--- src/binned_mean_histogram_unit_macros.svh ---
// Assertion helpers shared by the histogram RTL.
// Each check is clocked on i_clk and switched off while i_rst_n is low.
`ifndef BINNED_MEAN_HISTOGRAM_UNIT_MACROS_SVH
`define BINNED_MEAN_HISTOGRAM_UNIT_MACROS_SVH

`ifndef NO_ASSERTIONS
`define BMH_ASSERT(lbl, expr) \
    lbl: assert property (@(posedge i_clk) disable iff (!i_rst_n) (expr)) \
        else $error("binned mean histogram check failed");
`define BMH_ASSERT_NEXT(lbl, pre, post) \
    lbl: assert property (@(posedge i_clk) disable iff (!i_rst_n) (pre) |=> (post)) \
        else $error("binned mean histogram check failed");
`else
`define BMH_ASSERT(lbl, expr)
`define BMH_ASSERT_NEXT(lbl, pre, post)
`endif

`endif

--- src/bmh_pkg.sv ---
package bmh_pkg;

    localparam int COUNT_WIDTH  = 16;
    localparam int SAMPLE_WIDTH = 32;
    localparam int SUM_WIDTH    = 48;
    localparam int INDEX_WIDTH  = 12;
    localparam int BW_WIDTH     = 31;
    localparam int ADDR_W       = 4;
    localparam int REG_IDX_W    = 2;
    localparam int DATA_W       = 32;

    localparam int QDEPTH = 4;
    localparam int QPTR_W = $clog2(QDEPTH);

    localparam int DIV_STEPS = SUM_WIDTH;
    localparam int STEP_W    = $clog2(DIV_STEPS);

    localparam logic signed [SAMPLE_WIDTH-1:0] RANGE_START_RST = '0;
    localparam logic [BW_WIDTH-1:0]            BIN_WIDTH_RST   = BW_WIDTH'(65536);
    localparam logic [INDEX_WIDTH-1:0]         BAND_COUNT_RST  = INDEX_WIDTH'(9);
    localparam logic [COUNT_WIDTH-1:0]         TALLY_MAX       = {COUNT_WIDTH{1'b1}};
    localparam logic signed [SAMPLE_WIDTH-1:0] LIMIT_MAX       =
        {1'b0, {(SAMPLE_WIDTH-1){1'b1}}};

    typedef enum logic [REG_IDX_W-1:0] {
        REG_RANGE_START = 2'd0,
        REG_BIN_WIDTH   = 2'd1,
        REG_BAND_COUNT  = 2'd2
    } t_cfg_reg;

    typedef enum logic [1:0] {
        BK_IDLE,
        BK_DIV,
        BK_HOLD
    } t_back_state;

    typedef struct packed {
        logic                   en;
        logic [REG_IDX_W-1:0]   idx;
        logic [DATA_W-1:0]      data;
    } t_cfg_wr;

    typedef struct packed {
        logic signed [SAMPLE_WIDTH-1:0] range_start;
        logic [BW_WIDTH-1:0]            bin_width;
        logic [INDEX_WIDTH-1:0]         band_count;
    } t_cfg_regs;

    // One closed bar waiting for its division.
    typedef struct packed {
        logic signed [SUM_WIDTH-1:0] sum;
        logic [COUNT_WIDTH-1:0]      tally;
        logic [INDEX_WIDTH-1:0]      index;
        logic                        last;
    } t_bmh_req;

    // Clamp a 33-bit sum of a limit and a nonnegative width to the Q16.16 range.
    function automatic logic signed [SAMPLE_WIDTH-1:0] sat_limit(
        input logic [SAMPLE_WIDTH:0] s
    );
        logic signed [SAMPLE_WIDTH-1:0] res;
        if (s[SAMPLE_WIDTH] != s[SAMPLE_WIDTH-1]) begin
            res = LIMIT_MAX;
        end else begin
            res = s[SAMPLE_WIDTH-1:0];
        end
        return res;
    endfunction

endpackage

--- src/bmh_channels_if.sv ---
interface bmh_point_if;
    import bmh_pkg::*;

    logic                           valid;
    logic                           ready;
    logic signed [SAMPLE_WIDTH-1:0] x_value;
    logic signed [SAMPLE_WIDTH-1:0] y_value;
    logic                           last_point;

    modport source (output valid, output x_value, output y_value, output last_point,
                    input ready);
    modport sink   (input valid, input x_value, input y_value, input last_point,
                    output ready);
endinterface

interface bmh_bar_if;
    import bmh_pkg::*;

    logic                           valid;
    logic                           ready;
    logic signed [SAMPLE_WIDTH-1:0] bar_mean;
    logic [INDEX_WIDTH-1:0]         bar_index;
    logic [COUNT_WIDTH-1:0]         bar_points;
    logic                           run_last;

    modport source (output valid, output bar_mean, output bar_index, output bar_points,
                    output run_last, input ready);
    modport sink   (input valid, input bar_mean, input bar_index, input bar_points,
                    input run_last, output ready);
endinterface

--- src/bmh_queue.sv ---
`include "binned_mean_histogram_unit_macros.svh"

module bmh_queue (
    input  logic              i_clk,
    input  logic              i_rst_n,
    input  logic              i_push0,
    input  logic              i_push1,
    input  bmh_pkg::t_bmh_req i_req0,
    input  bmh_pkg::t_bmh_req i_req1,
    input  logic              i_pop,
    output bmh_pkg::t_bmh_req o_head,
    output logic              o_valid,
    output logic              o_room
);
    import bmh_pkg::*;

    t_bmh_req            r_mem [QDEPTH];
    logic [QPTR_W-1:0]   r_wr;
    logic [QPTR_W-1:0]   r_rd;
    logic [QPTR_W:0]     r_count;
    logic [QPTR_W:0]     n_count;
    logic [QPTR_W-1:0]   wr_next;
    logic [QPTR_W:0]     push_cnt;

    assign wr_next  = r_wr + QPTR_W'(1);
    assign push_cnt = (QPTR_W+1)'(i_push0) + (QPTR_W+1)'(i_push1);
    assign n_count  = r_count + push_cnt - (QPTR_W+1)'(i_pop);

    // Room for two requests, since one point can close a bar and flush the next.
    assign o_room  = (r_count <= (QPTR_W+1)'(QDEPTH - 2));
    assign o_valid = (r_count != '0);
    assign o_head  = r_mem[r_rd];

    always_ff @(posedge i_clk) begin
        if (i_push0) begin
            r_mem[r_wr] <= i_req0;
        end
        if (i_push1) begin
            r_mem[wr_next] <= i_req1;
        end
    end

    always_ff @(posedge i_clk) begin
        if (!i_rst_n) begin
            r_wr    <= '0;
            r_rd    <= '0;
            r_count <= '0;
        end else begin
            r_wr    <= r_wr + push_cnt[QPTR_W-1:0];
            r_count <= n_count;
            if (i_pop) begin
                r_rd <= r_rd + QPTR_W'(1);
            end
        end
    end

    `BMH_ASSERT(a_q_bound, r_count <= (QPTR_W+1)'(QDEPTH))
    `BMH_ASSERT(a_q_pair, !i_push1 || i_push0)
    `BMH_ASSERT(a_q_pop_nonempty, !i_pop || o_valid)
endmodule

--- src/bmh_front.sv ---
`include "binned_mean_histogram_unit_macros.svh"

module bmh_front (
    input  logic               i_clk,
    input  logic               i_rst_n,
    bmh_point_if.sink          i_point,
    input  bmh_pkg::t_cfg_wr   i_cfg_wr,
    output bmh_pkg::t_cfg_regs o_cfg,
    input  logic               i_q_room,
    output logic               o_push0,
    output logic               o_push1,
    output bmh_pkg::t_bmh_req  o_req0,
    output bmh_pkg::t_bmh_req  o_req1
);
    import bmh_pkg::*;

    logic signed [SAMPLE_WIDTH-1:0] r_range_start, n_range_start;
    logic [BW_WIDTH-1:0]            r_bin_width, n_bin_width;
    logic [INDEX_WIDTH-1:0]         r_band_count, n_band_count;

    logic signed [SAMPLE_WIDTH-1:0] r_bar_limit, n_bar_limit;
    logic signed [SUM_WIDTH-1:0]    r_sum, n_sum;
    logic [COUNT_WIDTH-1:0]         r_tally, n_tally;
    logic [INDEX_WIDTH-1:0]         r_bars, n_bars;
    logic                           r_stopped, n_stopped;

    logic                           accept;
    logic                           cfg_hit;
    logic                           active;
    logic                           close;
    logic                           stop_now;
    logic                           count_it;
    logic                           flush;
    logic [INDEX_WIDTH-1:0]         bands;
    logic [INDEX_WIDTH-1:0]         bars_inc;
    logic signed [SAMPLE_WIDTH-1:0] step_limit;
    logic signed [SAMPLE_WIDTH-1:0] base_limit;
    logic signed [SUM_WIDTH-1:0]    sum_mid, sum_new;
    logic [COUNT_WIDTH-1:0]         tally_mid, tally_new;
    logic                           stopped_mid;
    logic [INDEX_WIDTH-1:0]         bars_new;
    logic signed [SUM_WIDTH-1:0]    y_ext;
    t_bmh_req                       req_close, req_flush;

    assign i_point.ready = i_q_room;
    assign accept        = i_point.valid && i_q_room;

    assign o_cfg.range_start = r_range_start;
    assign o_cfg.bin_width   = r_bin_width;
    assign o_cfg.band_count  = r_band_count;

    // Register writes; any write to a real register restarts the run.
    always_comb begin
        n_range_start = r_range_start;
        n_bin_width   = r_bin_width;
        n_band_count  = r_band_count;
        cfg_hit       = 1'b0;
        if (i_cfg_wr.en) begin
            case (i_cfg_wr.idx)
                REG_RANGE_START: begin
                    n_range_start = i_cfg_wr.data[SAMPLE_WIDTH-1:0];
                    cfg_hit       = 1'b1;
                end
                REG_BIN_WIDTH: begin
                    n_bin_width = i_cfg_wr.data[BW_WIDTH-1:0];
                    cfg_hit     = 1'b1;
                end
                REG_BAND_COUNT: begin
                    n_band_count = i_cfg_wr.data[INDEX_WIDTH-1:0];
                    cfg_hit      = 1'b1;
                end
                default: begin
                    cfg_hit = 1'b0;
                end
            endcase
        end
    end

    assign base_limit = sat_limit({n_range_start[SAMPLE_WIDTH-1], n_range_start}
                                  + {2'b00, n_bin_width});
    assign step_limit = sat_limit({r_bar_limit[SAMPLE_WIDTH-1], r_bar_limit}
                                  + {2'b00, r_bin_width});

    assign bands    = (r_band_count == '0) ? INDEX_WIDTH'(1) : r_band_count;
    assign bars_inc = r_bars + INDEX_WIDTH'(1);
    assign y_ext    = {{(SUM_WIDTH-SAMPLE_WIDTH){i_point.y_value[SAMPLE_WIDTH-1]}},
                       i_point.y_value};

    assign active      = !r_stopped && (i_point.x_value >= r_range_start);
    assign close       = active && (i_point.x_value >= r_bar_limit);
    assign stop_now    = close && (bars_inc >= bands);
    assign stopped_mid = r_stopped || stop_now;
    assign sum_mid     = close ? '0 : r_sum;
    assign tally_mid   = close ? '0 : r_tally;
    assign bars_new    = close ? bars_inc : r_bars;

    // The point that closes a bar opens the next one unless it ends the run; a full bar takes no more.
    assign count_it  = active && !stopped_mid && (tally_mid < TALLY_MAX);
    assign sum_new   = count_it ? (sum_mid + y_ext) : sum_mid;
    assign tally_new = count_it ? (tally_mid + COUNT_WIDTH'(1)) : tally_mid;
    assign flush     = i_point.last_point && !stopped_mid && (tally_new != '0);

    always_comb begin
        req_close.sum   = r_sum;
        req_close.tally = r_tally;
        req_close.index = r_bars;
        req_close.last  = !flush;
        req_flush.sum   = sum_new;
        req_flush.tally = tally_new;
        req_flush.index = bars_new;
        req_flush.last  = 1'b1;
    end

    assign o_push0 = accept && (close || flush);
    assign o_push1 = accept && close && flush;
    assign o_req0  = close ? req_close : req_flush;
    assign o_req1  = req_flush;

    always_comb begin
        n_bar_limit = r_bar_limit;
        n_sum       = r_sum;
        n_tally     = r_tally;
        n_bars      = r_bars;
        n_stopped   = r_stopped;
        if (accept) begin
            n_sum     = sum_new;
            n_tally   = tally_new;
            n_bars    = bars_new;
            n_stopped = stopped_mid;
            if (close && !stop_now) begin
                n_bar_limit = step_limit;
            end
        end
        if ((accept && i_point.last_point) || cfg_hit) begin
            n_bar_limit = base_limit;
            n_sum       = '0;
            n_tally     = '0;
            n_bars      = '0;
            n_stopped   = 1'b0;
        end
    end

    always_ff @(posedge i_clk) begin
        if (!i_rst_n) begin
            r_range_start <= RANGE_START_RST;
            r_bin_width   <= BIN_WIDTH_RST;
            r_band_count  <= BAND_COUNT_RST;
            r_bar_limit   <= sat_limit({RANGE_START_RST[SAMPLE_WIDTH-1], RANGE_START_RST}
                                       + {2'b00, BIN_WIDTH_RST});
            r_sum         <= '0;
            r_tally       <= '0;
            r_bars        <= '0;
            r_stopped     <= 1'b0;
        end else begin
            r_range_start <= n_range_start;
            r_bin_width   <= n_bin_width;
            r_band_count  <= n_band_count;
            r_bar_limit   <= n_bar_limit;
            r_sum         <= n_sum;
            r_tally       <= n_tally;
            r_bars        <= n_bars;
            r_stopped     <= n_stopped;
        end
    end

    `BMH_ASSERT(a_fr_stop_count, !r_stopped || (r_bars >= bands))
    `BMH_ASSERT(a_fr_flush_pair, !o_push1 || (o_req0.last == 1'b0))
endmodule

--- src/bmh_back.sv ---
`include "binned_mean_histogram_unit_macros.svh"

module bmh_back (
    input  logic              i_clk,
    input  logic              i_rst_n,
    input  logic              i_q_valid,
    input  bmh_pkg::t_bmh_req i_req,
    output logic              o_pop,
    bmh_bar_if.source         o_bar
);
    import bmh_pkg::*;

    t_back_state               r_state, n_state;
    logic [STEP_W-1:0]         r_step;
    logic [SUM_WIDTH-1:0]      r_quo;
    logic [COUNT_WIDTH-1:0]    r_rem;
    logic [COUNT_WIDTH-1:0]    r_tally;
    logic [INDEX_WIDTH-1:0]    r_index;
    logic                      r_neg;
    logic                      r_last;

    logic                      r_out_valid;
    logic signed [SAMPLE_WIDTH-1:0] r_out_mean;
    logic [INDEX_WIDTH-1:0]    r_out_index;
    logic [COUNT_WIDTH-1:0]    r_out_points;
    logic                      r_out_last;

    logic                      load_div;
    logic                      do_step;
    logic                      load_out;
    logic                      out_take;
    logic [COUNT_WIDTH:0]      shifted;
    logic                      fits;
    logic [COUNT_WIDTH:0]      diff;
    logic [SAMPLE_WIDTH-1:0]   quo_low;
    logic signed [SAMPLE_WIDTH-1:0] mean;

    assign out_take = r_out_valid && o_bar.ready;

    always_comb begin
        n_state = r_state;
        case (r_state)
            BK_IDLE: begin
                if (i_q_valid) begin
                    n_state = BK_DIV;
                end
            end
            BK_DIV: begin
                if (r_step == STEP_W'(DIV_STEPS - 1)) begin
                    n_state = BK_HOLD;
                end
            end
            BK_HOLD: begin
                if (!r_out_valid || o_bar.ready) begin
                    n_state = BK_IDLE;
                end
            end
            default: begin
                n_state = BK_IDLE;
            end
        endcase
    end

    always_comb begin
        load_div = 1'b0;
        do_step  = 1'b0;
        load_out = 1'b0;
        case (r_state)
            BK_IDLE: load_div = i_q_valid;
            BK_DIV:  do_step  = 1'b1;
            BK_HOLD: load_out = !r_out_valid || o_bar.ready;
            default: load_div = 1'b0;
        endcase
    end

    assign o_pop = load_div;

    // Restoring division, one quotient bit per cycle, on the magnitude of the sum.
    assign shifted = {r_rem, r_quo[SUM_WIDTH-1]};
    assign fits    = (shifted >= {1'b0, r_tally});
    assign diff    = shifted - {1'b0, r_tally};

    assign quo_low = r_quo[SAMPLE_WIDTH-1:0];
    always_comb begin
        if (r_tally == '0) begin
            mean = '0;
        end else if (r_neg) begin
            mean = ~quo_low + SAMPLE_WIDTH'(1);
        end else begin
            mean = quo_low;
        end
    end

    always_ff @(posedge i_clk) begin
        if (load_div) begin
            r_neg   <= i_req.sum[SUM_WIDTH-1];
            r_quo   <= i_req.sum[SUM_WIDTH-1] ? (~i_req.sum + SUM_WIDTH'(1)) : i_req.sum;
            r_rem   <= '0;
            r_tally <= i_req.tally;
            r_index <= i_req.index;
            r_last  <= i_req.last;
        end else if (do_step) begin
            r_rem <= fits ? diff[COUNT_WIDTH-1:0] : shifted[COUNT_WIDTH-1:0];
            r_quo <= {r_quo[SUM_WIDTH-2:0], fits};
        end
        if (load_out) begin
            r_out_mean   <= mean;
            r_out_index  <= r_index;
            r_out_points <= r_tally;
            r_out_last   <= r_last;
        end
    end

    always_ff @(posedge i_clk) begin
        if (!i_rst_n) begin
            r_state     <= BK_IDLE;
            r_step      <= '0;
            r_out_valid <= 1'b0;
        end else begin
            r_state <= n_state;
            if (load_div) begin
                r_step <= '0;
            end else if (do_step) begin
                r_step <= r_step + STEP_W'(1);
            end
            if (load_out) begin
                r_out_valid <= 1'b1;
            end else if (out_take) begin
                r_out_valid <= 1'b0;
            end
        end
    end

    assign o_bar.valid      = r_out_valid;
    assign o_bar.bar_mean   = r_out_mean;
    assign o_bar.bar_index  = r_out_index;
    assign o_bar.bar_points = r_out_points;
    assign o_bar.run_last   = r_out_last;

    `BMH_ASSERT(a_bk_step_range, (r_state != BK_DIV) || (r_step < STEP_W'(DIV_STEPS)))
    `BMH_ASSERT_NEXT(a_bk_hold_loads, (r_state == BK_HOLD) && !r_out_valid, r_out_valid)
    `BMH_ASSERT_NEXT(a_bk_pop_starts, o_pop, (r_state == BK_DIV) && (r_step == '0))
endmodule

--- src/binned_mean_histogram_unit.sv ---
// Binned mean histogram over a stream of Q16.16 (x, y) points sorted by x.
// Points arrive on i_point (valid/ready); one request is accepted when both
// are high. Closed bars leave on o_bar as (mean, index, points, run_last).
// Registers range_start, bin_width and band_count sit on an APB-style port
// at byte addresses 0, 4 and 8; writing one restarts the run.
// The front end takes one point per cycle as long as the request queue has
// room for two entries, so points that close no bar stream at full rate.
// For each closed bar the back end pops the queue, runs a one-bit-per-cycle
// restoring divider on the 48-bit sum, and then loads the output register.
// A point that closes a bar queues it for the back end; a last point may
// queue two bars, and the second is divided after the first.
// When o_bar is stalled the finished bar waits in the output register, the
// divider holds its next result, and the front keeps taking points until
// the four-entry queue is nearly full.
// Synchronous reset (i_rst_n low) restores register defaults, empties the
// queue and clears the run; no clearing pass is needed.
module binned_mean_histogram_unit (
    input  logic                         i_clk,
    input  logic                         i_rst_n,
    bmh_point_if.sink                    i_point,
    bmh_bar_if.source                    o_bar,
    input  logic                         psel,
    input  logic                         penable,
    input  logic                         pwrite,
    input  logic [bmh_pkg::ADDR_W-1:0]   paddr,
    input  logic [bmh_pkg::DATA_W-1:0]   pwdata,
    output logic [bmh_pkg::DATA_W-1:0]   prdata,
    output logic                         pready
);
    import bmh_pkg::*;

    t_cfg_wr   cfg_wr;
    t_cfg_regs cfg;
    logic      q_room;
    logic      q_valid;
    logic      push0;
    logic      push1;
    logic      pop;
    t_bmh_req  req0;
    t_bmh_req  req1;
    t_bmh_req  head;

    // Zero-wait-state port; a write lands in the access phase.
    assign pready      = 1'b1;
    assign cfg_wr.en   = psel && penable && pwrite && pready;
    assign cfg_wr.idx  = paddr[ADDR_W-1:2];
    assign cfg_wr.data = pwdata;

    always_comb begin
        case (paddr[ADDR_W-1:2])
            REG_RANGE_START: prdata = cfg.range_start;
            REG_BIN_WIDTH:   prdata = {{(DATA_W-BW_WIDTH){1'b0}}, cfg.bin_width};
            REG_BAND_COUNT:  prdata = {{(DATA_W-INDEX_WIDTH){1'b0}}, cfg.band_count};
            default:         prdata = '0;
        endcase
    end

    // The front end tracks the open bar and hands each closed one to the queue.
    bmh_front u_front (
        .i_clk    (i_clk),
        .i_rst_n  (i_rst_n),
        .i_point  (i_point),
        .i_cfg_wr (cfg_wr),
        .o_cfg    (cfg),
        .i_q_room (q_room),
        .o_push0  (push0),
        .o_push1  (push1),
        .o_req0   (req0),
        .o_req1   (req1)
    );

    bmh_queue u_queue (
        .i_clk   (i_clk),
        .i_rst_n (i_rst_n),
        .i_push0 (push0),
        .i_push1 (push1),
        .i_req0  (req0),
        .i_req1  (req1),
        .i_pop   (pop),
        .o_head  (head),
        .o_valid (q_valid),
        .o_room  (q_room)
    );

    // The back end divides each bar's sum by its count and drives the output.
    bmh_back u_back (
        .i_clk     (i_clk),
        .i_rst_n   (i_rst_n),
        .i_q_valid (q_valid),
        .i_req     (head),
        .o_pop     (pop),
        .o_bar     (o_bar)
    );
endmodule
--- src/flat_wrapper.sv ---
// flat-port wrapper written by rule: the top's interface ports become plain ports
module binned_mean_histogram_unit_flat import bmh_pkg::*;
  (i_clk, i_rst_n, psel, penable, pwrite, paddr, pwdata, prdata, pready, i_point_valid, i_point_x_value, i_point_y_value, i_point_last_point, i_point_ready, o_bar_valid, o_bar_bar_mean, o_bar_bar_index, o_bar_bar_points, o_bar_run_last, o_bar_ready);
  bmh_point_if i_point_i ();
  bmh_bar_if o_bar_i ();
  input  logic i_clk;
  input  logic i_rst_n;
  input  logic psel;
  input  logic penable;
  input  logic pwrite;
  input  logic [bmh_pkg::ADDR_W-1:0] paddr;
  input  logic [bmh_pkg::DATA_W-1:0] pwdata;
  output logic [bmh_pkg::DATA_W-1:0] prdata;
  output logic pready;
  input wire logic [$bits(i_point_i.valid)-1:0] i_point_valid;
  input wire logic [$bits(i_point_i.x_value)-1:0] i_point_x_value;
  input wire logic [$bits(i_point_i.y_value)-1:0] i_point_y_value;
  input wire logic [$bits(i_point_i.last_point)-1:0] i_point_last_point;
  output wire logic [$bits(i_point_i.ready)-1:0] i_point_ready;
  output wire logic [$bits(o_bar_i.valid)-1:0] o_bar_valid;
  output wire logic [$bits(o_bar_i.bar_mean)-1:0] o_bar_bar_mean;
  output wire logic [$bits(o_bar_i.bar_index)-1:0] o_bar_bar_index;
  output wire logic [$bits(o_bar_i.bar_points)-1:0] o_bar_bar_points;
  output wire logic [$bits(o_bar_i.run_last)-1:0] o_bar_run_last;
  input wire logic [$bits(o_bar_i.ready)-1:0] o_bar_ready;
  assign i_point_i.valid = i_point_valid;
  assign i_point_i.x_value = i_point_x_value;
  assign i_point_i.y_value = i_point_y_value;
  assign i_point_i.last_point = i_point_last_point;
  assign i_point_ready = i_point_i.ready;
  assign o_bar_valid = o_bar_i.valid;
  assign o_bar_bar_mean = o_bar_i.bar_mean;
  assign o_bar_bar_index = o_bar_i.bar_index;
  assign o_bar_bar_points = o_bar_i.bar_points;
  assign o_bar_run_last = o_bar_i.run_last;
  assign o_bar_i.ready = o_bar_ready;
  binned_mean_histogram_unit u_core (.i_clk(i_clk), .i_rst_n(i_rst_n), .i_point(i_point_i), .o_bar(o_bar_i), .psel(psel), .penable(penable), .pwrite(pwrite), .paddr(paddr), .pwdata(pwdata), .prdata(prdata), .pready(pready));
endmodule
--- config.mk ---
export PLATFORM = sky130hd
export DESIGN_NAME = binned_mean_histogram_unit_flat
export DESIGN_NICKNAME = d
export VERILOG_FILES = /design/src/bmh_pkg.sv /design/src/bmh_channels_if.sv /design/src/bmh_queue.sv /design/src/bmh_front.sv /design/src/bmh_back.sv /design/src/binned_mean_histogram_unit.sv /design/src/flat_wrapper.sv
export VERILOG_INCLUDE_DIRS = /design/src /design/src/src
export SDC_FILE = /design/constraint.sdc
export NUM_CORES = 2
export LEC_CHECK = 0
export BUFFER_PORTS_ARGS = -buffer_cell sky130_fd_sc_hd__buf_4
export CAP_MARGIN = 10
export CORE_MARGIN = 2
export CORE_UTILIZATION = 63
export DETAILED_ROUTE_END_ITERATION = 6
export GPL_ROUTABILITY_DRIVEN = 0
export GPL_TIMING_DRIVEN = 1
export HOLD_SLACK_MARGIN = 0.05
export PLACE_DENSITY = 0.87
export SYNTH_ARGS = -nofsm -noshare
export SYNTH_HDL_FRONTEND = slang
export SYNTH_SLANG_ARGS = --single-unit
--- constraint.sdc ---
create_clock -name i_clk -period 10.6 [get_ports i_clk]
set_input_delay 2.12 -clock i_clk [delete_from_list [all_inputs] [get_ports i_clk]]
set_output_delay 2.12 -clock i_clk [all_outputs]
set_load 0.03 [all_outputs]
-- Word-level counts from Yosys, hierarchy flattened
Memory sizes are Yosys's and may differ from the RTL's. A register that Yosys moved wholly into a read port is not among the register bits.
Cells that the tools add are included.
- flip-flop bits (word level): 355
- memory bits (writable): 308
- input port bits: 108
- output and inout port bits: 96
- logic and storage cells: 139
- memories: 1
- add/sub/neg operators: 15
- order comparisons: 6
- equality and inequality tests: 10
- muxes and demuxes: 39
- bitwise gates (word level): 3
- reduce and logical (&&, ||, !) cells: 41
- memories (name ; words ; width ; read ports ; clocked after Yosys merged registers in ; write ports ; RTL line ; source):
    u_core.u_queue.r_mem ; 4 ; 77 ; 1 ; 1 ; 2 ; bmh_queue.sv:17 ; t_bmh_req r_mem [QDEPTH];
- operators with widths (operator ; count):
    32-bit two-way mux ; 8
    48-bit two-way mux ; 5
    32-bit one-hot mux with 3 select lines ; 1
    77-bit two-way mux ; 1
    32-bit by 32-bit adder with 33-bit output ; 2
    32-bit >= comparator ; 2
    31-bit two-way mux ; 2
    48-bit by 2-bit adder with 48-bit output (second input constant) ; 1
    48-bit by 32-bit adder with 48-bit output ; 1
    16-bit two-way mux ; 3
    48-bit NOT ; 1
    32-bit by 1-bit adder with 32-bit output (second input constant) ; 1
    32-bit NOT ; 1
    12-bit two-way mux ; 2
    17-bit by 16-bit >= comparator with 1-bit output ; 1
    16-bit by 1-bit adder with 16-bit output (second input constant) ; 1
    1-bit logical AND ; 16
    16-bit logical NOT ; 1
    16-bit less-than comparator (second input constant) ; 1
    16-bit nonzero test ; 1
    16-bit subtractor ; 1
    12-bit by 1-bit adder with 12-bit output (second input constant) ; 1
    12-bit >= comparator ; 1
    12-bit logical NOT ; 1
    other kinds (25) ; 58

-- Longest topological paths before layout
- depth after elaboration: 16
- depth in mapped cells: 34
- gate-level depth less buffers: 31

-- Modules after synthesis
From an unflattened synthesis, not the netlist that was laid out.
- cell total of the unflattened synthesis: 3924
- area total of the unflattened synthesis: 41185.8 um^2
- by module, submodules not included (module ; times used ; cells each ; area an instance (um^2) ; seq. area each (um^2)):
    bmh_front ; 1 ; 2290 ; 17012.6 ; 3683.5
    bmh_queue ; 1 ; 792 ; 15228.4 ; 9429.0
    bmh_back ; 1 ; 766 ; 8333.0 ; 4674.5
    binned_mean_histogram_unit ; 1 ; 76 ; 611.8 ; 0.0

-- Least setup slack after synthesis
No wires, ideal clock.
- kind: input to register
- start: input port i_point_x_value[19]
- end: memory u_core.u_queue.r_mem[1][10] in the netlist's numbering, enable pin
- setup time: 0.773 ns
- data arrival time: 8.700 ns
- data required time: 9.827 ns
- slack: 1.127 ns
- stages on the path: 27
- buffers on the path: 5
- path through: ha_1 -> and3_1 -> a221o_1 -> a221oi_2 -> nor2_1 -> a41o_2 -> and2_1 -> nand2b_4 -> inv_2 -> buf_2 -> clkbuf_1 -> clkbuf_1 -> nor2b_1 -> ha_1 -> nand3_1 -> nor4_1 -> and3_1 -> and3_1 -> and3_4 -> or4_1 -> mux2i_1 -> a41o_1 -> o211ai_4 -> nand2_1 -> buf_2 -> buf_2 -> nand2_1
- RTL lines (what ; RTL line ; source):
    from (decl) ; flat_wrapper.sv:16 ; input wire logic [$bits(i_point_i.x_value)-1:0] i_point_x_value;
    to (decl) ; bmh_queue.sv:17 ;

-- Worst setup path after layout
- start: input port i_point_x_value[14]
- end: register u_core.u_queue.r_count[1]
- word-level cells in the longest chain between the ends: 16
- elaborated cells between the ends (all ways): 23
- classes of those cells: add/sub (4); order compare (3); mux (2); reduce/logical (14)
- RTL lines (what ; RTL line ; source):
    branches (longest 13 deep; another with 32-bit >= comparator) ; -- ;
    1-bit by 1-bit adder with 2-bit output * ; bmh_queue.sv:26 ; assign push_cnt = (QPTR_W+1)'(i_push0) + (QPTR_W+1)'(i_push1);
    3-bit by 2-bit adder with 3-bit output * ; bmh_queue.sv:27 ; assign n_count = r_count + push_cnt - (QPTR_W+1)'(i_pop);
    3-bit by 1-bit subtractor with 3-bit output * ; bmh_queue.sv:27 ;
    net u_core.u_queue.n_count[1] ; bmh_queue.sv:21 ; logic [QPTR_W:0] n_count;
    to (signal assigned) ; bmh_queue.sv:50 ; r_count <= n_count;
    to (decl) ; bmh_queue.sv:20 ; logic [QPTR_W:0] r_count;
Mark *: on every way through the listed nets, which the timed path passes.
A chain may end at the register's enable or synchronous reset.

==> metrics.md <==
| Metric | Value |
|---|---|
| FF-to-FF path depth | 29 |
| Yosys cell types | 84 |
| Syn_nets | 4375 |
| Pwr/cell area | 215.8 nW/µm² |
| Setup crit end kind | flip-flop |
| XOR/XNOR Fraction of Synth Area | 4.704% |
| Synth warn | 0 |
| Critical Path Fanout Max | 9 |
| GRT Total Usage | 33.80% |
| Synth Area in Compound Gates | 16.73% |
| Initial antenna violation count | 0 |
| H-tree lvl count | 3 |
| R2r endpoint | u_core.u_queue.r_count[1] |
| Starting Density | 64.02% |
| Finished Core Util | 71.51% |
| Drt pass-1 iters | 7 |
| CP required | 11110 ps |
| Largest net degree at the start of global routing | 115 |
| Die ar. | 64970 µm² |
| Hold-critical path depth | 0 |
| CTS hold repair buffers | 0 |
| Unrepaired setup endpoints after global routing | false |
| R2r setup slk | 2950 ps |
| Die X | 254.9 µm |
| # rows | 91 |
| Remaining Overflow, GRT | 0 |
| Clock skew | 28.23 ps |
| Commonest cells post-synth | edfxtp_1, nand2_1, nor2_1 |
| Number of global-route vias before repair | 31.99k |
| Area Growth Syn to Fin | 11.69% |
| Area of the mapped netlist | 39660 µm² |
| Pre-CTS setup slack | 1403 ps |
| Post-synth EDFFs | 443 |
| # clock sinks | 665 |
| PostCTS Resize Cnt | 0 |
| Final setup TNS | 0 ps |
| Root buffer cell | clkbuf_16 |
| Wire per inst | 21.99 µm |
| Failing checks | DRC |
| Max-Cap Viols | 0 |
| Top cell type's share of synthesized area | 33.55% |
| Die Y | 254.9 µm |
| Clk_lat worst skew | 640 ps |
| Peak supply drop | 0.0001668 V |
| Static Leakage | 17.00 nW |
| Area contributors post-synth | edfxtp_1, dfxtp_1, ha_1 |
| Critical path startpoint category | primary input |
| Multiplexer area fraction after synthesis | 7.904% |
| First-pass GRT wire length | 171.7 mm |
| Setup bufs post-CTS | 0 |
| Via/cell ratio | 6.597 |
| Post-synthesis register bit count | 665 |
| Final period util | 83.53% |
| CTS tree | yes |
| # fillers | 4275 |
| Final count of negative-setup-slack endpoints | 0 |
| Layout cells sized above 1 | 13.70% |
| Total routed wirelength | 110.9 mm |
| Max-slew violation count | 0 |
| CTS max path bufs | 3 |
| Asr flop ratio synth | 0% |
| Post-synthesis sequential area ratio | 44.75% |
| Average cell area after synthesis | 9.799 µm² |
| Crit path DAT | 9360 ps |
| Number of I/O port buffers | 200 |
| Post-Synth Adder-Cell Area | 7.036% |
| Top cell type by total area after synthesis | edfxtp_1 |
| # IOs | 204 |
| Power Total | 0.009559 W |
| Nets | 4474 |
| Slowest cell delay on critical path | 780 ps |
| Count leader, synth | edfxtp_1 |
| DRC viols | 14 |
| Final worst slack | 1746 ps |
| Worst-margin pin slew | 1162 ps |
| Synth Area in Simple Gates | 15.00% |
| Setup CP Type | in2reg |
| Routed Antenna Nets | 0 |
| HPWL after detailed placement | 72.58 mm |
| Max-Slew Margin vs Limit | 22.51% |
| Crit-path most repeated cell | ha_1 |
| Fmax | 112.9 MHz |
| Final Hold Viols | 0 |
| Combinational family with the most area after synthesis | compound AO/OA/AOI/OAI gates |
| Crit Reg-Reg Startpoint | u_core.u_front.r_range_start[14] |
| Total CTS buffers | 72 |
| Synth Instances | 4047 |
| Clock transition at the registers of the reported paths | 60 ps |
| Min-Delay Path Class | reg2reg |
| Hold_sp | u_core.u_back.r_index[9] |
| Slowest CP cell | nor4_1 |
| Synth Flop Type | edfxtp_1 |
| Status | finished, violations left |
| Tmin final | 8854 ps |
| 1st-iter DRT viols | 4007 |
| Worst hold endpoint | u_core.u_back.o_bar.bar_index[9] |
| Antenna cells | 0 |
| CP Launch Point | i_point_x_value[14] |
| Via count | 33.26k |
| Core area | 61940 µm² |
-- logic make-up after synthesis --
kind of cell / Yosys count
AOI/OAI and AO/OA: 1064
xor gates and xnor gates: 213
adders and majority gates: 220
buffers and inverters: 389
DFF: 665
muxes: 210
other: 1
and+or+nand+nor: 1285
-- critical path: cells and delay by family --
kind / cells / cell delay (ps)
and+or+nand+nor: 15 / 4340
buffers and inverters: 4 / 390
adders and majority gates: 6 / 1610
AOI/OAI and AO/OA: 4 / 890
-- through the flow --
step,hold WS (ps),cells,area [µm²]
after floorplan,400.3,4047,39660
after global placement,404.9,4909,41820
after detailed placement,412.5,4909,41820
after CTS,426.5,5042,44290
after global routing,431.4,5042,44290
final,424.2,5042,44290
-- routing by layer --
metal	GRT usage, %	vias to the layer above	share of wire (%)	wire, µm
li1	-	15070	-	-
met1	42.79	15520	37	40760
met2	55.18	2173	47	52120
met3	7.078	494	12	12790
met4	17.08	0	4.7	5231
met5	0	-	0	0
-- sequential cells by signal, summed over array words and instances (netlist names), 2 cells and up, named ones only --
signal                          flops
u_core.u_back.o_bar.bar_index      12
u_core.u_back.o_bar.bar_mean       32
u_core.u_back.o_bar.bar_points     16
u_core.u_back.r_index              12
u_core.u_back.r_quo                48
u_core.u_back.r_rem                16
u_core.u_back.r_state               2
u_core.u_back.r_step                6
u_core.u_back.r_tally              16
u_core.u_front.r_band_count        12
u_core.u_front.r_bar_limit         32
u_core.u_front.r_bars              12
u_core.u_front.r_bin_width         31
u_core.u_front.r_range_start       32
u_core.u_front.r_sum               48
u_core.u_front.r_tally             16
u_core.u_queue.r_count              3
u_core.u_queue.r_mem              308
u_core.u_queue.r_rd                 2
u_core.u_queue.r_wr                 2
-- cell type report --
cell class / instances / area (µm²) / share of cell area, %
Clock buffer: 98 / 2052 / 4.633
Clock inverter: 35 / 419.2 / 0.9464
Inverter: 160 / 601.8 / 1.359
Multi-Input combinational cell: 2993 / 20460 / 46.19
Sequential cell: 665 / 17750 / 40.09
Tap cell: 837 / 1047 / 2.365
Timing Repair Buffer: 254 / 1957 / 4.418
-- placed cells by master, fill, tap and decap left out, drive strengths merged, types with 70 or more instances in the layout --
| cell type | netlist | routed |
|---|---|---|
| dfxtp | 222 | 222 |
| ha | 215 | 215 |
| mux4 | 76 | 76 |
| nand2 | 421 | 421 |
| a21oi | 258 | 258 |
| edfxtp | 443 | 443 |
| clkbuf | 177 | 98 |
| nor2b | 72 | 72 |
| buf | 52 | 254 |
| o22ai | 74 | 74 |
| xnor2 | 114 | 114 |
| o21ai | 324 | 324 |
| xor2 | 99 | 99 |
| inv | 159 | 161 |
| nor2 | 378 | 378 |
| and2 | 82 | 82 |
| nand3 | 70 | 70 |
-- how the worst max path moves through the flow --
stage | cells after the start | to
2_1_floorplan | 27 | u_core.u_queue.r_mem[1][10]
3_3_place_gp | 23 | u_core.u_front.r_bar_limit[25]
3_5_place_dp | 23 | u_core.u_front.r_bar_limit[25]
4_1_cts | 23 | u_core.u_front.r_bar_limit[25]
5_1_grt | 30 | u_core.u_queue.r_count[2]
6_report | 29 | u_core.u_queue.r_count[1]
-- power breakdown --
part           switching, W  internal, W  leakage [nW]
Combinational       0.00201      0.00115          9.82
Clock               0.00109      0.00154          1.22
Sequential         0.000343      0.00342          5.96
Total               0.00344      0.00611          17.0
No activity file was read; power rests on OpenSTA's default activity.
